[src/hdl/p_median_cost_evaluator_unit_assert.svh]
// Assertion macros for the median cost evaluator.
// Included by the top level; empty bodies when SYNTHESIS is defined.
`ifndef P_MEDIAN_COST_EVALUATOR_UNIT_ASSERT_SVH
`define P_MEDIAN_COST_EVALUATOR_UNIT_ASSERT_SVH
`ifndef SYNTHESIS
`define PMCE_ASSERT_ALWAYS(lbl, cond) \
  lbl: assert property (@(posedge clk) disable iff (!rst_n) (cond)) \
    else $error("pmce assertion failed");
`define PMCE_ASSERT_NEXT(lbl, ante, cons) \
  lbl: assert property (@(posedge clk) disable iff (!rst_n) (ante) |=> (cons)) \
    else $error("pmce assertion failed");
`else
`define PMCE_ASSERT_ALWAYS(lbl, cond)
`define PMCE_ASSERT_NEXT(lbl, ante, cons)
`endif
`endif

[src/hdl/pmce_ram.sv]
// Generic single-write, single-read RAM with registered read data.
// No dependencies.
`default_nettype none
module pmce_ram #(
  parameter int WIDTH = 8,
  parameter int DEPTH = 16
) (
  input  wire                                      clk,
  input  wire                                      wr_en,
  input  wire  [((DEPTH > 1) ? $clog2(DEPTH) : 1)-1:0] wr_addr,
  input  wire  [WIDTH-1:0]                         wr_data,
  input  wire  [((DEPTH > 1) ? $clog2(DEPTH) : 1)-1:0] rd_addr,
  output logic [WIDTH-1:0]                         rd_data
);

  logic [WIDTH-1:0] mem_r [DEPTH];

  always_ff @(posedge clk) begin
    if (wr_en) begin
      mem_r[wr_addr] <= wr_data;
    end
    rd_data <= mem_r[rd_addr];
  end

endmodule
`default_nettype wire

[config.mk]
export PLATFORM = sky130hd
export DESIGN_NAME = pmce_ram
export DESIGN_NICKNAME = d
export VERILOG_FILES = /design/src/hdl/p_median_cost_evaluator_unit_assert.svh /design/src/hdl/pmce_ram.sv
export SDC_FILE = /design/constraint.sdc
export NUM_CORES = 1
export LEC_CHECK = 0
export BUFFER_PORTS_ARGS = -buffer_cell sky130_fd_sc_hd__buf_2
export CAP_MARGIN = 20
export CORE_MARGIN = 2
export CORE_UTILIZATION = 52
export CTS_CLUSTER_SIZE = 8
export DETAILED_ROUTE_END_ITERATION = 8
export GPL_ROUTABILITY_DRIVEN = 1
export PLACE_DENSITY = 0.69
export SYNTH_ARGS = -nofsm -noshare
export SYNTH_HDL_FRONTEND = slang
export SYNTH_SLANG_ARGS = --single-unit
[constraint.sdc]
create_clock -name clk -period 2.15 [get_ports clk]
set_clock_uncertainty 0.1 [all_clocks]
set_input_delay 0 -clock clk [delete_from_list [all_inputs] [get_ports clk]]
set_output_delay 0 -clock clk [all_outputs]
set_load 0.02 [all_outputs]
==> results.cfg <==
[hold_path]
min_to = rd_data[3]$_DFF_P_
hp-start = rd_addr[3]
hold_path_class = input pin to flop
holdPathStages = 4

[timing]
post-route-min-period_ns = 1.99
slew_violations = 0
clock.fmax_mhz = 503
hold_slack_ns = 0.0229
tightestPinTransition_ns = 0.683
relSlewSlack = 0.544
rsz0062_at_grt = false
hold_violations = 0
finalSetupViolations = 0
fin_crit_sh = 0.926
tns_ns = 0

[die]
start_util = 0.532
fp.dieH_um = 103
die_w_um = 103
core_um2 = 9680
rows = 36
io_pins = 26
fp.dieArea_um2 = 10700

[route]
drtIter0Drc = 185
drc = 0
postRouteAntennaNets = 0
routed_via_density = 5.54
drt-total-wl_um = 9530
wl_per_cell_um = 21.6
firstDrtPassIters = 5
via_count = 2447

[placement]
dp_hpwl_um = 5850
finalWeightedCongestion = 0.772
post_dp_cell_area_um2 = 5520
portBuffers = 25

[yosys]
synth_fp_nets = 247
synthTopCellsByArea = edfxtp_1 (75%), mux4_2 (7.9%), mux4_1 (7.1%)
synth.yosys.seq_area_share = 0.778
mappedNetlistArea_um2 = 5150
netlist.area_leader.share = 0.747
syn_avg_cell_area_um2 = 22.5
ys_types = 19
yosys.area.top_type = edfxtp_1
yosys_warnings = 0
ys_ff_latch = 136
netlist_instances = 229

[layout]
area_growth_syn_to_layout_pct = 21.2
fin_nets = 314
finalInstanceArea_um2 = 6240
seq_area_um2 = 4000
layout_commonest_cell = edfxtp_1
final_cell_mix = edfxtp_1 (128), buf_2 (25), mux4_2 (18), buf_4 (17)
multi_input_area_um2 = 1060
drive_above_1_share = 0.285
diodes = 0
fillers = 615

[global_routing]
grt_max_degree = 33
grt_pass1_vias = 2505
grt_usage = 0.202
antenna_found_initial = 0
gr-total-overflow = 0
grt_pass1_wl_um = 14400

[outcome]
status = complete, no violations

[worst_setup_path]
r2r_cells = 4
rr_startpoint = mem_r[2][0]$_DFFE_PP_
critical_path_required_ns = 2.45
worstPathArrival_ns = 2.29
start_kind = flop
r2r_slack_ns = 0.16
crit_type = flop to flop
crit_path_max_fanout = 1
r2r-end = rd_data[0]$_DFF_P_
endpoint_kind = flop

[clock_tree]
insertion_delay_ns = 0.51
clk_path_buf_depth = 2
path_clk_slew_ns = 0.06
cts_tree = done
cts_htree_levels = 4
cts_sinks = 136
cts_buffers = 17
holdBufCountCts = 14
cts.repair.resized = 0
cts-root-buf = clkbuf_8
cts_setup_buffers = 0

[pwr]
power_mw = 6.11
power_density_nw_per_um2 = 979
peakVddDrop_uv = 526
leakagePower_nw = 2.15

[job]
cap_violations = 0
## critical path: stages, from the launching register on
cell,delay [ns]
edfxtp_1,0.36
mux4_1,0.50
a22oi_1,0.26
nand2_1,0.09
dlygate4sd3_1,0.56
## final cells by class
class | instances | area share
timing repair buffer | 58 | 0.0694
sequential | 136 | 0.642
clock buffer | 19 | 0.0676
clock inverter | 13 | 0.0255
multi-input combinational | 83 | 0.169
tap | 133 | 0.0267
## stage by stage
| step | util | setup slack, ns | cells |
|---|---|---|---|
| 2_1_floorplan | - | 0.557 | 229 |
| 3_3_place_gp | 0.570 | 0.551 | 396 |
| 3_5_place_dp | 0.570 | 0.519 | 396 |
| 4_1_cts | 0.644 | 0.165 | 442 |
| 5_1_grt | 0.644 | 0.0741 | 442 |
| 6_report | 0.644 | 0.160 | 442 |
## routing by layer
| layer | share of wire | vias up | GRT usage |
|---|---|---|---|
| li1 | - | 1107 | - |
| met3 | 0.044 | 22 | 0.0565 |
| met5 | 0 | - | 0 |
| met4 | 0.032 | 0 | 0.118 |
| met1 | 0.41 | 1241 | 0.261 |
| met2 | 0.51 | 77 | 0.309 |
## worst max-delay path by stage
stage | startpoint | endpoint | slack (ns)
final | mem_r[2][0]$_DFFE_PP_ | rd_data[0]$_DFF_P_ | 0.16
after global routing | mem_r[1][0]$_DFFE_PP_ | rd_data[0]$_DFF_P_ | 0.07
after CTS | mem_r[2][0]$_DFFE_PP_ | rd_data[0]$_DFF_P_ | 0.16
after detailed placement | rd_addr[0] | rd_data[1]$_DFF_P_ | 0.52
after global placement | rd_addr[0] | rd_data[1]$_DFF_P_ | 0.55
after floorplan | wr_addr[2] | mem_r[0][0]$_DFFE_PP_ | 0.56
## cells in the mapped netlist, drive strengths merged
cell type,count
nand3b,2
a22oi,16
dfxtp,8
nor2b,1
nor3,4
nand2b,2
nor2,13
or3b,1
and2b,1
clkdlybuf4s25,3
mux4,32
and2,1
edfxtp,128
buf,7
nand3,1
nand2,9
## cell families after synthesis
| logic type | Yosys count | synth area share |
|---|---|---|
| mux | 32 | 0.150 |
| buf+inv | 10 | 0.0168 |
| compound gates | 16 | 0.0233 |
| simple gates | 35 | 0.0318 |
| flops | 136 | 0.778 |
## flip-flops by register name (all words and copies together), names as in the netlist
register	cells
rd_data	8
mem_r	128
## report_power, final
| part | total [mW] | internal (mW) | switching, mW |
|---|---|---|---|
| Combinational | 0.310 | 0.136 | 0.174 |
| Clock | 2.82 | 1.85 | 0.968 |
| Sequential | 2.98 | 2.97 | 0.0187 |
| Total | 6.11 | 4.95 | 1.16 |
Power figures use the tool's default switching activity.
