`src/hdl/p_median_cost_evaluator_unit_assert.svh`:
```
// Assertion macros for the median cost evaluator.
// Included by the top level; empty bodies when SYNTHESIS is defined.
`ifndef P_MEDIAN_COST_EVALUATOR_UNIT_ASSERT_SVH
`define P_MEDIAN_COST_EVALUATOR_UNIT_ASSERT_SVH
`ifndef SYNTHESIS
`define PMCE_ASSERT_ALWAYS(lbl, cond) \
  lbl: assert property (@(posedge clk) disable iff (!rst_n) (cond)) \
    else $error("pmce assertion failed");
`define PMCE_ASSERT_NEXT(lbl, ante, cons) \
  lbl: assert property (@(posedge clk) disable iff (!rst_n) (ante) |=> (cons)) \
    else $error("pmce assertion failed");
`else
`define PMCE_ASSERT_ALWAYS(lbl, cond)
`define PMCE_ASSERT_NEXT(lbl, ante, cons)
`endif
`endif

```
`src/hdl/pmce_pkg.sv`:
```
// Shared types and constants of the median cost evaluator.
// No dependencies; imported by the sequencer, the datapath and the top level.
`default_nettype none
package pmce_pkg;

  localparam int ACT_W      = 2;
  localparam int CUST_W     = 8;
  localparam int FAC_W      = 8;
  localparam int SLOT_W     = 4;
  localparam int DIST_W     = 24;
  localparam int WGT_W      = 16;
  localparam int PROD_W     = DIST_W + WGT_W;
  localparam int COST_W     = 48;
  localparam int NC_W       = 9;
  localparam int NM_W       = 5;
  localparam int CFG_IDX_W  = 2;
  localparam int CFG_DATA_W = 9;

  localparam logic [ACT_W-1:0] ACT_LOAD_DIST   = 2'd0;
  localparam logic [ACT_W-1:0] ACT_LOAD_WEIGHT = 2'd1;
  localparam logic [ACT_W-1:0] ACT_LOAD_MEDIAN = 2'd2;
  localparam logic [ACT_W-1:0] ACT_EVAL        = 2'd3;

  localparam logic [CFG_IDX_W-1:0] CFG_NUM_CUSTOMERS = 2'd0;
  localparam logic [CFG_IDX_W-1:0] CFG_NUM_MEDIANS   = 2'd1;
  localparam logic [CFG_IDX_W-1:0] CFG_USE_WEIGHTS   = 2'd2;

  typedef enum logic [1:0] {
    ST_IDLE,
    ST_RUN,
    ST_DRAIN,
    ST_DONE
  } state_t;

  typedef struct packed {
    logic valid;
    logic first;
    logic last;
  } tag_t;

endpackage
`default_nettype wire

```
`src/hdl/pmce_seq.sv`:
```
// Sequencer: walks customer by median slot, holds the result register.
// Depends on pmce_pkg.
`default_nettype none
module pmce_seq #(
  parameter int MAX_CUSTOMERS = 256,
  parameter int MAX_MEDIANS   = 16
) (
  input  wire                                  clk,
  input  wire                                  rst_n,
  input  wire                                  start,
  input  wire  [pmce_pkg::NC_W-1:0]            num_customers,
  input  wire  [pmce_pkg::NM_W-1:0]            num_medians,
  input  wire                                  pipe_busy,
  input  wire  [pmce_pkg::COST_W-1:0]          acc,
  input  wire                                  out_stall,
  output pmce_pkg::state_t                     state,
  output pmce_pkg::tag_t                       issue,
  output logic [$clog2(MAX_CUSTOMERS)-1:0]     cust,
  output logic [((MAX_MEDIANS > 1) ? $clog2(MAX_MEDIANS) : 1)-1:0] slot,
  output logic                                 out_valid,
  output logic [pmce_pkg::COST_W-1:0]          out_cost
);
  import pmce_pkg::*;

  localparam int CW  = $clog2(MAX_CUSTOMERS);
  localparam int CCW = $clog2(MAX_CUSTOMERS + 1);
  localparam int MW  = (MAX_MEDIANS > 1) ? $clog2(MAX_MEDIANS) : 1;
  localparam int MCW = $clog2(MAX_MEDIANS + 1);

  state_t          state_r, state_nxt;
  logic [CW-1:0]   cust_r, cust_nxt, cust_last_r, cust_last_nxt;
  logic [MW-1:0]   slot_r, slot_nxt, slot_last_r, slot_last_nxt;
  logic            out_valid_r, out_valid_nxt;
  logic [COST_W-1:0] out_cost_r;
  logic [CCW-1:0]  nc_lim;
  logic [MCW-1:0]  np_lim;
  logic            nc_zero, slot_end, walk_end, out_free, out_load;

  always_comb begin
    if (32'(num_customers) > 32'(MAX_CUSTOMERS)) begin
      nc_lim = CCW'(MAX_CUSTOMERS);
    end else begin
      nc_lim = CCW'(num_customers);
    end
    if (num_medians == '0) begin
      np_lim = MCW'(1);
    end else if (32'(num_medians) > 32'(MAX_MEDIANS)) begin
      np_lim = MCW'(MAX_MEDIANS);
    end else begin
      np_lim = MCW'(num_medians);
    end
  end

  assign nc_zero  = (num_customers == '0);
  assign slot_end = (slot_r == slot_last_r);
  assign walk_end = slot_end && (cust_r == cust_last_r);
  assign out_free = !out_valid_r || !out_stall;

  always_comb begin
    state_nxt = state_r;
    case (state_r)
      ST_IDLE: begin
        if (start) begin
          state_nxt = nc_zero ? ST_DONE : ST_RUN;
        end
      end
      ST_RUN: begin
        if (walk_end) begin
          state_nxt = ST_DRAIN;
        end
      end
      ST_DRAIN: begin
        if (!pipe_busy) begin
          state_nxt = ST_DONE;
        end
      end
      ST_DONE: begin
        if (out_free) begin
          state_nxt = ST_IDLE;
        end
      end
      default: state_nxt = ST_IDLE;
    endcase
  end

  always_comb begin
    issue.valid = (state_r == ST_RUN);
    issue.first = (slot_r == '0);
    issue.last  = slot_end;
    out_load    = (state_r == ST_DONE) && out_free;
  end

  always_comb begin
    cust_nxt      = cust_r;
    slot_nxt      = slot_r;
    cust_last_nxt = cust_last_r;
    slot_last_nxt = slot_last_r;
    if (start) begin
      cust_nxt      = '0;
      slot_nxt      = '0;
      cust_last_nxt = CW'(nc_lim - 1'b1);
      slot_last_nxt = MW'(np_lim - 1'b1);
    end else if (state_r == ST_RUN) begin
      if (slot_end) begin
        slot_nxt = '0;
        cust_nxt = cust_r + 1'b1;
      end else begin
        slot_nxt = slot_r + 1'b1;
      end
    end
  end

  always_comb begin
    out_valid_nxt = out_valid_r;
    if (out_load) begin
      out_valid_nxt = 1'b1;
    end else if (!out_stall) begin
      out_valid_nxt = 1'b0;
    end
  end

  always_ff @(posedge clk) begin
    if (!rst_n) begin
      state_r     <= ST_IDLE;
      out_valid_r <= 1'b0;
    end else begin
      state_r     <= state_nxt;
      out_valid_r <= out_valid_nxt;
    end
  end

  always_ff @(posedge clk) begin
    cust_r      <= cust_nxt;
    slot_r      <= slot_nxt;
    cust_last_r <= cust_last_nxt;
    slot_last_r <= slot_last_nxt;
    if (out_load) begin
      out_cost_r <= acc;
    end
  end

  assign state     = state_r;
  assign cust      = cust_r;
  assign slot      = slot_r;
  assign out_valid = out_valid_r;
  assign out_cost  = out_cost_r;

endmodule
`default_nettype wire

```
`config.mk`:
```
export PLATFORM = sky130hd
export DESIGN_NAME = pmce_seq
export DESIGN_NICKNAME = d
export VERILOG_FILES = /design/src/hdl/p_median_cost_evaluator_unit_assert.svh /design/src/hdl/pmce_pkg.sv /design/src/hdl/pmce_seq.sv
export SDC_FILE = /design/constraint.sdc
export NUM_CORES = 1
export LEC_CHECK = 0
export ABC_CLOCK_PERIOD_IN_PS = 6100
export BUFFER_PORTS_ARGS = -buffer_cell sky130_fd_sc_hd__buf_4
export CAP_MARGIN = 20
export CORE_AREA = 2 2 85 87
export DETAILED_ROUTE_END_ITERATION = 6
export DIE_AREA = 0 0 87 89
export PLACE_DENSITY = 0.71
export SYNTH_ARGS = -nofsm -noshare
export SYNTH_HDL_FRONTEND = slang
export SYNTH_SLANG_ARGS = --single-unit
```
`constraint.sdc`:
```
create_clock -name clk -period 6.1 [get_ports clk]
set_input_delay 0.305 -clock clk [delete_from_list [all_inputs] [get_ports clk]]
set_output_delay 0.305 -clock clk [all_outputs]
set_load 0.02 [all_outputs]
```
==> reports/metrics.cfg <==
[place]
hpwl_mm = 4.793
port_buffers = 132
dp_slack_ps = 4118
globalplace.congestion = 0.7808

[synth]
syn_inst = 204
synth-main-ff-cell = edfxtp_1
synth_cell_types = 33
synth.cell_area_um2 = 2953
yosysWarnings = 0
ys_seq_elements = 75
syn_nets = 280
yosysSeqAreaShare_pct = 71.19
synth_edf_count = 60
synth_largest_area_cell = edfxtp_1
ys_async_sr_fraction_pct = 0
synthTopCellsByCount = edfxtp_1, xor2_1, dfxtp_1
synth.area.top_cells = edfxtp_1, dfxtp_1, xor2_1
synth_most_common_cell = edfxtp_1
syn_avg_cell_area_um2 = 14.47
yosysTopAreaCellShare_pct = 61.02

[sta]
grt_setup_unrepaired = false
worst_pin_slew_ps = 731.0
slew_violations = 0
final-hold-violation-count = 0
finClkSkew_ps = 9.791
fmax_ghz = 0.4597
finalSetupViolCount = 0
timing.setup.tns_ps = 0
relSlewSlack_pct = 50.90
period_minus_slack_ps = 2175
setup_ws_ps = 3925
min_period_over_period_pct = 35.66

[clocking]
cts-root-buf = clkbuf_8
ctsResizeCount = 0
ctsHoldBuffers = 0
clock_latency_ps = 330
numClockSinks = 75
cts_tree = done
cts_setup_buffers = 0
clk_pin_slew_worst_paths_ps = 80
clock_path_buffers = 2
h-tree-depth = 3
cts_made_buffers = 9

[layout]
diodes = 0
areaGrowthSynthToFinish_pct = 44.83
fin_nets = 420
drive_gt1_share_pct = 43.10
nFillCells = 543

[worst_setup_path]
crit_path_end_kind = primary output
ff2ff_setup_slack_ps = 4100
critPathSlowestCell = nor4_4
cp_top_family = simple AND/OR/NAND/NOR gates
worstPathRequired_ps = 5790
critPathMaxStageDelay_ps = 700
start_kind = flip-flop
reg2reg_to = cust[6]$_SDFFE_PP0P_
reg2reg_depth = 5
crit_chain = xor2_1 -> nor4_4 -> buf_4
critPathBufInv = 1
reg2reg_from = slot[1]$_SDFFE_PP0P_
critical_path_class = reg -> out
worstPathMaxFanout = 14
arrival_ps = 1870
path_depth = 3

[floorplanning]
placementRows = 30
die_h_um = 89
die_w_um = 87
io_pins = 133
initial_utilization_pct = 43.95
fp.dieArea_um2 = 7743
core_um2 = 6719

[global_route]
grt_antenna_before_repair = 0
grt_pass1_vias = 1903
grt_max_degree = 49
grt_overflow_total = 0
grt_first_pass_wirelength_mm = 9.204
grt_usage_pct = 15.59

[drt]
firstDrtPassIters = 4
drcViolationCount = 0
wl_mm = 6.393
antenna_left = 0
via_per_inst = 4.904
vias = 2099
wl_per_cell_um = 14.94
drt_iter0_markers = 55

[min_path]
min_path_type = in -> reg
whs_path_depth = 1
hold_start = acc[23]
worstHoldEndpoint = out_cost[23]$_DFFE_PP_

[run_status]
status = finished clean

[pwr]
power_density_nw_per_um2 = 309.7
p_leak_nw = 1.814
vdd_drop_max_v = 0.0001220

[job]
drv_cap = 0

==> cells in the final DEF, fill, tap and decap left out, types with 2 or more instances in the layout <==
| master | n |
|---|---|
| nand2b_1 | 4 |
| o21ai_0 | 5 |
| nor4_1 | 3 |
| mux2i_1 | 2 |
| nor2_1 | 12 |
| nor3_1 | 4 |
| ha_1 | 9 |
| xor2_1 | 19 |
| and3_1 | 6 |
| a21oi_1 | 9 |
| dfxtp_1 | 15 |
| nand4_1 | 5 |
| nand3_1 | 5 |
| o21bai_1 | 2 |
| and2_1 | 2 |
| inv_1 | 9 |
| nand2_1 | 11 |
| nand3b_1 | 2 |
| bufinv_16 | 3 |
| xnor2_1 | 3 |
| buf_4 | 133 |
| clkbuf_8 | 9 |
| nor2b_1 | 2 |
| edfxtp_1 | 60 |
| o31ai_1 | 2 |
==> flip-flops by register name, indices dropped and copies added (netlist names) <==
signal / count
out_cost: 48
out_valid: 1
slot: 4
state: 2
slot_last_r: 4
cust_last_r: 8
cust: 8
==> worst max path at each step <==
stage,startpoint,endpoint,slack (ps)
4_1_cts,slot[1]$_SDFFE_PP0P_,issue[0],3910
3_3_place_gp,slot[1]$_SDFFE_PP0P_,cust[6]$_SDFFE_PP0P_,4180
6_report,slot[1]$_SDFFE_PP0P_,issue[0],3920
5_1_grt,slot[1]$_SDFFE_PP0P_,issue[0],3770
2_1_floorplan,state[1]$_SDFFE_PN0P_,out_cost[0]$_DFFE_PP_,1340
3_5_place_dp,slot[1]$_SDFFE_PP0P_,cust[6]$_SDFFE_PP0P_,4120
==> cell type report <==
class / count / area [µm²] / share of cell area, %
timing repair buffer: 133 / 998.5 / 23.35
tap: 80 / 100.1 / 2.341
clock buffer: 9 / 123.9 / 2.896
inverter: 9 / 33.78 / 0.7899
multi-input combinational: 116 / 805.8 / 18.84
sequential: 75 / 2102 / 49.15
clock inverter: 6 / 112.6 / 2.633
==> cell families (layout without fill, tap and decap cells) <==
logic type	after synthesis	count (layout)	synth area share, %
DFF	75	75	71.19
and+or+nand+nor	60	60	11.10
AOI/OAI and AO/OA	23	23	4.788
xor gates and xnor gates	22	22	6.526
buffers and inverters	13	157	1.907
adders and majority gates	9	9	3.814
muxes	2	2	0.6780
==> routing by layer <==
layer	wire length [µm]	vias up	global-route usage (%)
li1	-	1024	-
met1	2644	974	18.98
met2	3050	95	26.30
met3	661	6	5.725
met4	36	0	4.261
met5	0	-	0
==> power breakdown <==
group          leakage (nW)  internal (mW)  switching (mW)
clock network         0.120          0.271           0.177
registers             0.672          0.599          0.0224
logic                  1.02          0.114           0.142
total                  1.81          0.984           0.341
==> per-stage QoR <==
step / area [µm²] / utilization, % / hold slack [ps] / power, mW / instances
6_report: 4277 / 63.65 / 137.3 / 1.324 / 428
5_1_grt: 4277 / 63.65 / 115.1 / 1.380 / 428
4_1_cts: 4277 / 63.65 / 123.6 / 1.338 / 428
3_5_place_dp: 4040 / 60.13 / 484.5 / 0.8906 / 413
3_3_place_gp: 4040 / 60.13 / 483.4 / 0.8841 / 413
2_1_floorplan: 2953 / - / 374.1 / 0.7785 / 204
No activity file was read; power rests on OpenSTA's default activity.
