$ cat config.mk
export PLATFORM = sky130hd
export DESIGN_NAME = pmce_path
export DESIGN_NICKNAME = d
export VERILOG_FILES = /design/src/hdl/p_median_cost_evaluator_unit_assert.svh /design/src/hdl/pmce_pkg.sv /design/src/hdl/pmce_path.sv
export SDC_FILE = /design/constraint.sdc
export NUM_CORES = 1
export LEC_CHECK = 0
export BUFFER_PORTS_ARGS = -buffer_cell sky130_fd_sc_hd__clkbuf_2
export CORE_UTILIZATION = 65
export CTS_BUF_LIST = sky130_fd_sc_hd__clkbuf_16
export DETAILED_ROUTE_END_ITERATION = 8
export PLACE_DENSITY = 0.85
export REMOVE_ABC_BUFFERS = 1
export SYNTH_ARGS = -nofsm -noshare
export SYNTH_HDL_FRONTEND = slang
export SYNTH_SLANG_ARGS = --single-unit
$ cat constraint.sdc
create_clock -name clk -period 11 [get_ports clk]
set_input_delay 1.1 -clock clk [delete_from_list [all_inputs] [get_ports clk]]
set_output_delay 1.1 -clock clk [all_outputs]
set_load 0.01 [all_outputs]
$ cat src/hdl/p_median_cost_evaluator_unit_assert.svh
// Assertion macros for the median cost evaluator.
// Included by the top level; empty bodies when SYNTHESIS is defined.
`ifndef P_MEDIAN_COST_EVALUATOR_UNIT_ASSERT_SVH
`define P_MEDIAN_COST_EVALUATOR_UNIT_ASSERT_SVH
`ifndef SYNTHESIS
`define PMCE_ASSERT_ALWAYS(lbl, cond) \
  lbl: assert property (@(posedge clk) disable iff (!rst_n) (cond)) \
    else $error("pmce assertion failed");
`define PMCE_ASSERT_NEXT(lbl, ante, cons) \
  lbl: assert property (@(posedge clk) disable iff (!rst_n) (ante) |=> (cons)) \
    else $error("pmce assertion failed");
`else
`define PMCE_ASSERT_ALWAYS(lbl, cond)
`define PMCE_ASSERT_NEXT(lbl, ante, cons)
`endif
`endif

$ cat src/hdl/pmce_pkg.sv
// Shared types and constants of the median cost evaluator.
// No dependencies; imported by the sequencer, the datapath and the top level.
`default_nettype none
package pmce_pkg;

  localparam int ACT_W      = 2;
  localparam int CUST_W     = 8;
  localparam int FAC_W      = 8;
  localparam int SLOT_W     = 4;
  localparam int DIST_W     = 24;
  localparam int WGT_W      = 16;
  localparam int PROD_W     = DIST_W + WGT_W;
  localparam int COST_W     = 48;
  localparam int NC_W       = 9;
  localparam int NM_W       = 5;
  localparam int CFG_IDX_W  = 2;
  localparam int CFG_DATA_W = 9;

  localparam logic [ACT_W-1:0] ACT_LOAD_DIST   = 2'd0;
  localparam logic [ACT_W-1:0] ACT_LOAD_WEIGHT = 2'd1;
  localparam logic [ACT_W-1:0] ACT_LOAD_MEDIAN = 2'd2;
  localparam logic [ACT_W-1:0] ACT_EVAL        = 2'd3;

  localparam logic [CFG_IDX_W-1:0] CFG_NUM_CUSTOMERS = 2'd0;
  localparam logic [CFG_IDX_W-1:0] CFG_NUM_MEDIANS   = 2'd1;
  localparam logic [CFG_IDX_W-1:0] CFG_USE_WEIGHTS   = 2'd2;

  typedef enum logic [1:0] {
    ST_IDLE,
    ST_RUN,
    ST_DRAIN,
    ST_DONE
  } state_t;

  typedef struct packed {
    logic valid;
    logic first;
    logic last;
  } tag_t;

endpackage
`default_nettype wire

$ cat src/hdl/pmce_path.sv
// Datapath: distance lookup, running minimum, weight multiply, accumulate.
// Depends on pmce_pkg; RAMs sit in the top level.
`default_nettype none
module pmce_path #(
  parameter int MAX_CUSTOMERS  = 256,
  parameter int MAX_FACILITIES = 256
) (
  input  wire                                   clk,
  input  wire                                   rst_n,
  input  wire                                   clear,
  input  wire                                   use_weights,
  input  pmce_pkg::tag_t                        issue,
  input  wire  [$clog2(MAX_CUSTOMERS)-1:0]      cust,
  input  wire  [pmce_pkg::FAC_W-1:0]            med_rdata,
  input  wire  [pmce_pkg::DIST_W-1:0]           dist_rdata,
  input  wire  [pmce_pkg::WGT_W-1:0]            wgt_rdata,
  output logic [$clog2(MAX_CUSTOMERS)+$clog2(MAX_FACILITIES)-1:0] dist_raddr,
  output logic [$clog2(MAX_CUSTOMERS)-1:0]      wgt_raddr,
  output logic [pmce_pkg::COST_W-1:0]           acc,
  output logic                                  busy
);
  import pmce_pkg::*;

  localparam int CW = $clog2(MAX_CUSTOMERS);
  localparam int FW = $clog2(MAX_FACILITIES);

  tag_t              tag_b_r, tag_c_r;
  logic              v_d_r, v_e_r;
  logic [CW-1:0]     cust_b_r;
  logic [DIST_W-1:0] best_r, cand, fin_r;
  logic [WGT_W-1:0]  wfin_r;
  logic [PROD_W-1:0] prod_r;
  logic [COST_W-1:0] acc_r;

  assign dist_raddr = {cust_b_r, FW'(med_rdata)};
  assign wgt_raddr  = cust_b_r;
  assign cand = (tag_c_r.first || (dist_rdata < best_r)) ? dist_rdata : best_r;

  always_ff @(posedge clk) begin
    if (!rst_n) begin
      tag_b_r <= '0;
      tag_c_r <= '0;
      v_d_r   <= 1'b0;
      v_e_r   <= 1'b0;
    end else begin
      tag_b_r <= issue;
      tag_c_r <= tag_b_r;
      v_d_r   <= tag_c_r.valid && tag_c_r.last;
      v_e_r   <= v_d_r;
    end
  end

  always_ff @(posedge clk) begin
    cust_b_r <= cust;
    if (tag_c_r.valid) begin
      best_r <= cand;
    end
    if (tag_c_r.valid && tag_c_r.last) begin
      fin_r  <= cand;
      wfin_r <= wgt_rdata;
    end
    if (v_d_r) begin
      prod_r <= use_weights ? (PROD_W'(fin_r) * PROD_W'(wfin_r)) : PROD_W'(fin_r);
    end
    if (clear) begin
      acc_r <= '0;
    end else if (v_e_r) begin
      acc_r <= acc_r + COST_W'(prod_r);
    end
  end

  assign acc  = acc_r;
  assign busy = tag_b_r.valid || tag_c_r.valid || v_d_r || v_e_r;

endmodule
`default_nettype wire

==> results.toml, run 1 <==
[placement]
gp_congestion = 0.926
dp_hpwl_mm = 38.6
portBuffers = 119
place_ws_ps = 3940

[floorplan]
start_util_pct = 66.8
design.core.area_um2 = 31900
io-pin-count = 136
die-area_um2 = 33500
die_w_um = 183
rows = 65
die_y_um = 183

[setup_path]
critical_path_class = "reg2reg"
cp.arrival_ps = 7320
cp_max_fo = 24
endpoint_kind = "flip-flop"
crit_chain = "nand2_1 -> fa_1 -> inv_1 -> fa_1 -> inv_1 -> fa_1 -> inv_1 -> fa_1 -> fa_1 -> inv_1 -> fa_1 -> inv_1 -> ha_1 -> a21o_1 -> a2111o_1 -> a211oi_1 -> a31oi_1 -> a21o_1 -> a221o_1 -> a31oi_1 -> xnor2_1 -> and2_1"
required_ps = 11210
cp_slowest_cell = "edfxtp_1"
cp-start-kind = "flip-flop"
cpPeakStageDelay_ps = 970
path_common_cell = "fa_1"

[power]
power.density_nw_per_um2 = 94.7
ir_drop_uv = 140
p_leak_nw = 10.9

[layout]
final_common_cell = "inv_1"
design.final.nets = 2834
multiInputGateArea_um2 = 14900
syn_to_final_growth_pct = 6.00
fill_cells = 2379
ff_latch_area_um2 = 4410
layout_common_cells = "394 x inv_1, 307 x fa_1, 273 x nand2_1, 196 x and2_1, 175 x ha_1"
antenna_cells = 0
drive_above_1_share_pct = 8.51

[sta]
hold_violations = 0
rsz0062_at_grt = "false"
slew_headroom_pct = 31.8
tightest_slew_ps = 1020
finClkSkew_ps = 13.0
fin_crit_ps = 7110
max_freq_mhz = 141
drv_slew = 0
fin_ws_ps = 3890
fin_tns_setup_ps = 0
setup_viol_count_final = 0
fin_crit_sh_pct = 64.6

[clock_network]
cts_root_buf = "clkbuf_16"
numCtsBuffers = 17
ctsHoldBuffers = 0
h-tree-depth = 4
cts_resized = 0
insertion_delay_ps = 460
cts_tree = "built"
clockBufferDepth = 2
path_clk_slew_ps = 80
cts_sinks = 168
cts_setup_buffers = 0

[worst_hold_path]
hold_path.class = "reg2reg"

[route]
drcViolationCount = 0
avgRoutedWirePerCell_um = 18.3
vias_per_cell = 5.84
drtPass1Iterations = 6
drt-initial-drc-count = 1245
totalWireLength_mm = 50.0
num_vias = 16000
ant_nets = 0

[synth]
syn_avg_cell_area_um2 = 9.40
ys.warnings.count = 0
ys_ff_latch = 168
netlist_area_um2 = 21300
synth_edf_count = 104
synthArstFlopShare_pct = 0
synth_ff_type = "edfxtp_1"
netlist-cell-type-count = 67
ys_seq_area_share_pct = 20.7
syn-instance-count = 2265

[global_route]
grt_pass1_vias = 16800
grt_pass1_wl_mm = 83.5
grtUsageTotal_pct = 31.9
grt_max_degree = 56
grt_overflow = 0
antenna_found_initial = 0

[run]
maxCapViolCount = 0

[status]
status = "complete, no violations"
power breakdown:
| part | switching (W) | internal, W | total (W) |
|---|---|---|---|
| Sequential | 0.00000995 | 0.000694 | 0.000704 |
| Combinational | 0.000450 | 0.000340 | 0.000790 |
| Clock | 0.000299 | 0.000345 | 0.000644 |
cells in the mapped netlist, drive strengths merged, types with 39 or more instances:
| cell type | number | area, um2 |
|---|---|---|
| inv | 394 | 1480 |
| fa | 307 | 6150 |
| nand2 | 273 | 1020 |
| and2 | 196 | 1230 |
| ha | 175 | 2190 |
| edfxtp | 104 | 3120 |
| clkbuf | 95 | 357 |
| a21oi | 94 | 470 |
| nor2 | 79 | 297 |
| dfxtp | 64 | 1280 |
| a21o | 59 | 443 |
| o21ai | 48 | 244 |
| mux2 | 44 | 495 |
| xnor2 | 39 | 342 |
cell families after synthesis:
logic type / share of synthesized area, %
and+or+nand+nor: 15.0
buffers and inverters: 9.38
adders and majority gates: 39.2
AOI/OAI and AO/OA: 9.57
DFF: 20.7
xor gates and xnor gates: 2.80
muxes: 3.41
cell type report:
cell class / instances / area share [%]
Timing Repair Buffer: 124 / 2.81
Clock buffer: 17 / 1.89
Sequential cell: 168 / 19.5
Tap cell: 435 / 2.41
Clock inverter: 15 / 0.821
Multi-Input combinational cell: 1583 / 66.0
Inverter: 395 / 6.57
stage by stage:
step                      hold slack, ps  cells  cell area [um2]  power [W]  util (%)
after CTS                            444   2737            22600    0.00214      70.8
after detailed placement             423   2705            22000    0.00149      68.9
after global routing                 466   2737            22600    0.00226      70.8
after floorplan                      412   2146            20800    0.00130         -
final                                441   2737            22600    0.00214      70.8
after global placement               419   2705            22000    0.00147      68.9
critical path: cells and delay by family (launching register included):
kind	cells	cell delay, ps
simple gates	2	330
xor+xnor	1	90
compound gates	7	1850
fa+ha+maj	7	3360
buf+inv	5	260
flops	1	970
sequential cells by signal, indices dropped and copies added, names as in the netlist:
name and count:
acc 48, best_r 24, fin_r 24, prod_r 40, tag_b_r 3, tag_c_r 3
v_d_r 1, v_e_r 1, wfin_r 16, wgt_raddr 8
per-layer routing:
metal	share of wire, %	routed length (um)	global-route usage (%)
met5	0	0	0
met4	2.6	1280	11.6
met3	9.3	4670	7.55
met2	47	23600	52.2
met1	41	20500	41.5
path summary, 6_finish.rpt:
path                   start         end  slack, ps  depth (start not counted)
hold / removal    tag_b_r[0]  tag_c_r[0]        440                          1
setup reg to reg   wfin_r[1]  prod_r[37]       3890                         22
hold reg to reg   tag_b_r[0]  tag_c_r[0]        440                          1
setup / recovery   wfin_r[1]  prod_r[37]       3890                         22
Power figures use the tool's default switching activity.
==> inputs of run 2 (changes only) <==
CORE_UTILIZATION = 64   (was 65)
PLACE_DENSITY = 0.83   (was 0.85)
clock period = 6.9 ns   (was 11 ns; I/O delays follow)
==> run 2 against run 1 <==
Net effect:
- count of clock-buffer cells in the layout grew 3
- flip-flop and latch count unchanged
- largest cell class unchanged
- highest routed layer unchanged
- sequential power is 59% higher
- largest power group unchanged
==> results.toml, run 2 (same netlist as run 1, synthesis figures left out) <==
[layout]
design.final.nets = 2904
final_area_um2 = 23100
layout_common_cells = "395 x inv_1, 307 x fa_1, 273 x nand2_1, 196 x and2_1, 175 x ha_1"
largest_register_ffs = 48
drive_above_1_share_pct = 11.2
syn_to_final_growth_pct = 8.52
fill_cells = 2342
antenna_cells = 0
final_common_cell = "inv_1"

[floorplan]
rows = 66
design.core.area_um2 = 32600
io-pin-count = 136
die_y_um = 184
die-area_um2 = 34000
start_util_pct = 65.3
die_w_um = 184

[clock_network]
insertion_delay_ps = 460
cts_tree = "built"
ctsHoldBuffers = 0
numCtsBuffers = 17
path_clk_slew_ps = 70
h-tree-depth = 4
cts_sinks = 168
clockBufferDepth = 2
cts_root_buf = "clkbuf_16"

[placement]
dp_hpwl_mm = 39.5
portBuffers = 119
gp_congestion = 0.951
place_ws_ps = 145
postPlaceCellArea_um2 = 22300

[global_route]
grt_pass1_wl_mm = 82.2
grtUsageTotal_pct = 30.8
antenna_found_initial = 0
grt_overflow = 0
grt_max_degree = 56
grt_pass1_vias = 17000

[setup_path]
cp-start-kind = "flip-flop"
cp.arrival_ps = 6820
cpPeakStageDelay_ps = 550
critical_path_class = "reg2reg"
critPathTopFamily = "adder cells"
required_ps = 7110
cp_max_fo = 9
cp_slowest_cell = "fa_1"
path_common_cell = "fa_1"
crit_chain = "buf_4 -> nand2_1 -> fa_1 -> fa_1 -> fa_1 -> inv_1 -> fa_1 -> fa_1 -> inv_1 -> fa_1 -> inv_1 -> ha_1 -> and3_1 -> a2111o_1 -> a211oi_1 -> a31oi_1 -> a21o_1 -> a221o_1 -> a41oi_2 -> xnor2_1 -> and2_1"
critPathBufInv = 4
endpoint_kind = "flip-flop"

[route]
dr_wl_met3_mm = 3.79
ant_nets = 0
drtPass1Iterations = 8
drt-initial-drc-count = 1147
highest_layer = "met4"
vias_per_cell = 5.75
avgRoutedWirePerCell_um = 17.6
route.met2.wl_mm = 24.0
num_vias = 16200
drcViolationCount = 0
m1WireLength_mm = 20.5
totalWireLength_mm = 49.5

[sta]
finClkSkew_ps = 7.78
drv_slew = 0
fin_crit_sh_pct = 95.7
fin_crit_ps = 6610
fin_tns_setup_ps = 0
whs_ps = 333
fin_ws_ps = 294
slew_headroom_pct = 18.6
max_freq_mhz = 151
setup_viol_count_final = 0
hold_violations = 0
tightest_slew_ps = 1220

[status]
status = "complete, no violations"

[power]
ir_drop_uv = 264
power.density_nw_per_um2 = 143
p_leak_nw = 11.2

[worst_hold_path]
hold_path.class = "in2reg"

[run]
maxCapViolCount = 0
run 2: cell count changes in the layout (fill, tap and decap cells not counted), moves of 2 or more:
| cell | delta |
|---|---|
| clkinv_4 | +3 |
| bufinv_16 | -2 |
| clkbuf_16 | +3 |
| inv_8 | -4 |
| buf_4 | +67 |
| buf_6 | +2 |
| clkinvlp_4 | -3 |
run 2: layout make-up:
type | instances | area (um2) | share of cell area [%]
clock inverter | 12 | 86.3 | 0.374
multi-input combinational | 1583 | 14900 | 64.5
clock buffer | 20 | 500 | 2.17
tap | 442 | 553 | 2.39
sequential | 168 | 4410 | 19.1
timing repair buffer | 194 | 1180 | 5.10
inverter | 395 | 1480 | 6.42
run 2: per-stage QoR:
| step | instances | total power [W] | utilization [%] |
|---|---|---|---|
| 2_1_floorplan | 2146 | 0.00207 | - |
| 3_3_place_gp | 2753 | 0.00234 | 68.3 |
| 3_5_place_dp | 2753 | 0.00236 | 68.3 |
| 4_1_cts | 2785 | 0.00331 | 70.1 |
| 5_1_grt | 2814 | 0.00352 | 70.8 |
| 6_report | 2814 | 0.00331 | 70.8 |
run 2: worst paths after layout:
path	slack, ps	end	startpoint	cells past startpoint
setup / recovery	290	prod_r[33]	wfin_r[1]	21
hold / removal	330	wgt_raddr[6]	cust[6]	1
setup reg to reg	290	prod_r[33]	wfin_r[1]	21
hold reg to reg	440	tag_c_r[0]	tag_b_r[0]	1
run 2: report_power, final:
group / internal [W] / total (W) / switching [W] / leakage (nW)
sequential: 0.00111 / 0.00112 / 0.0000110 / 1.47
clock: 0.000528 / 0.000950 / 0.000422 / 0.298
combinational: 0.000545 / 0.00125 / 0.000701 / 9.43
run 2: repair_timing:
item,CTS,global route
resized for setup,0,3
setup buffers,0,29
setup endpoints to repair,0,10
run 2: routing by layer:
| metal | up-vias | global-route usage, % |
|---|---|---|
| li1 | 7412 | - |
| met1 | 7897 | 39.2 |
| met2 | 749 | 52.7 |
| met3 | 120 | 5.49 |
| met4 | 0 | 10.6 |
| met5 | - | 0 |
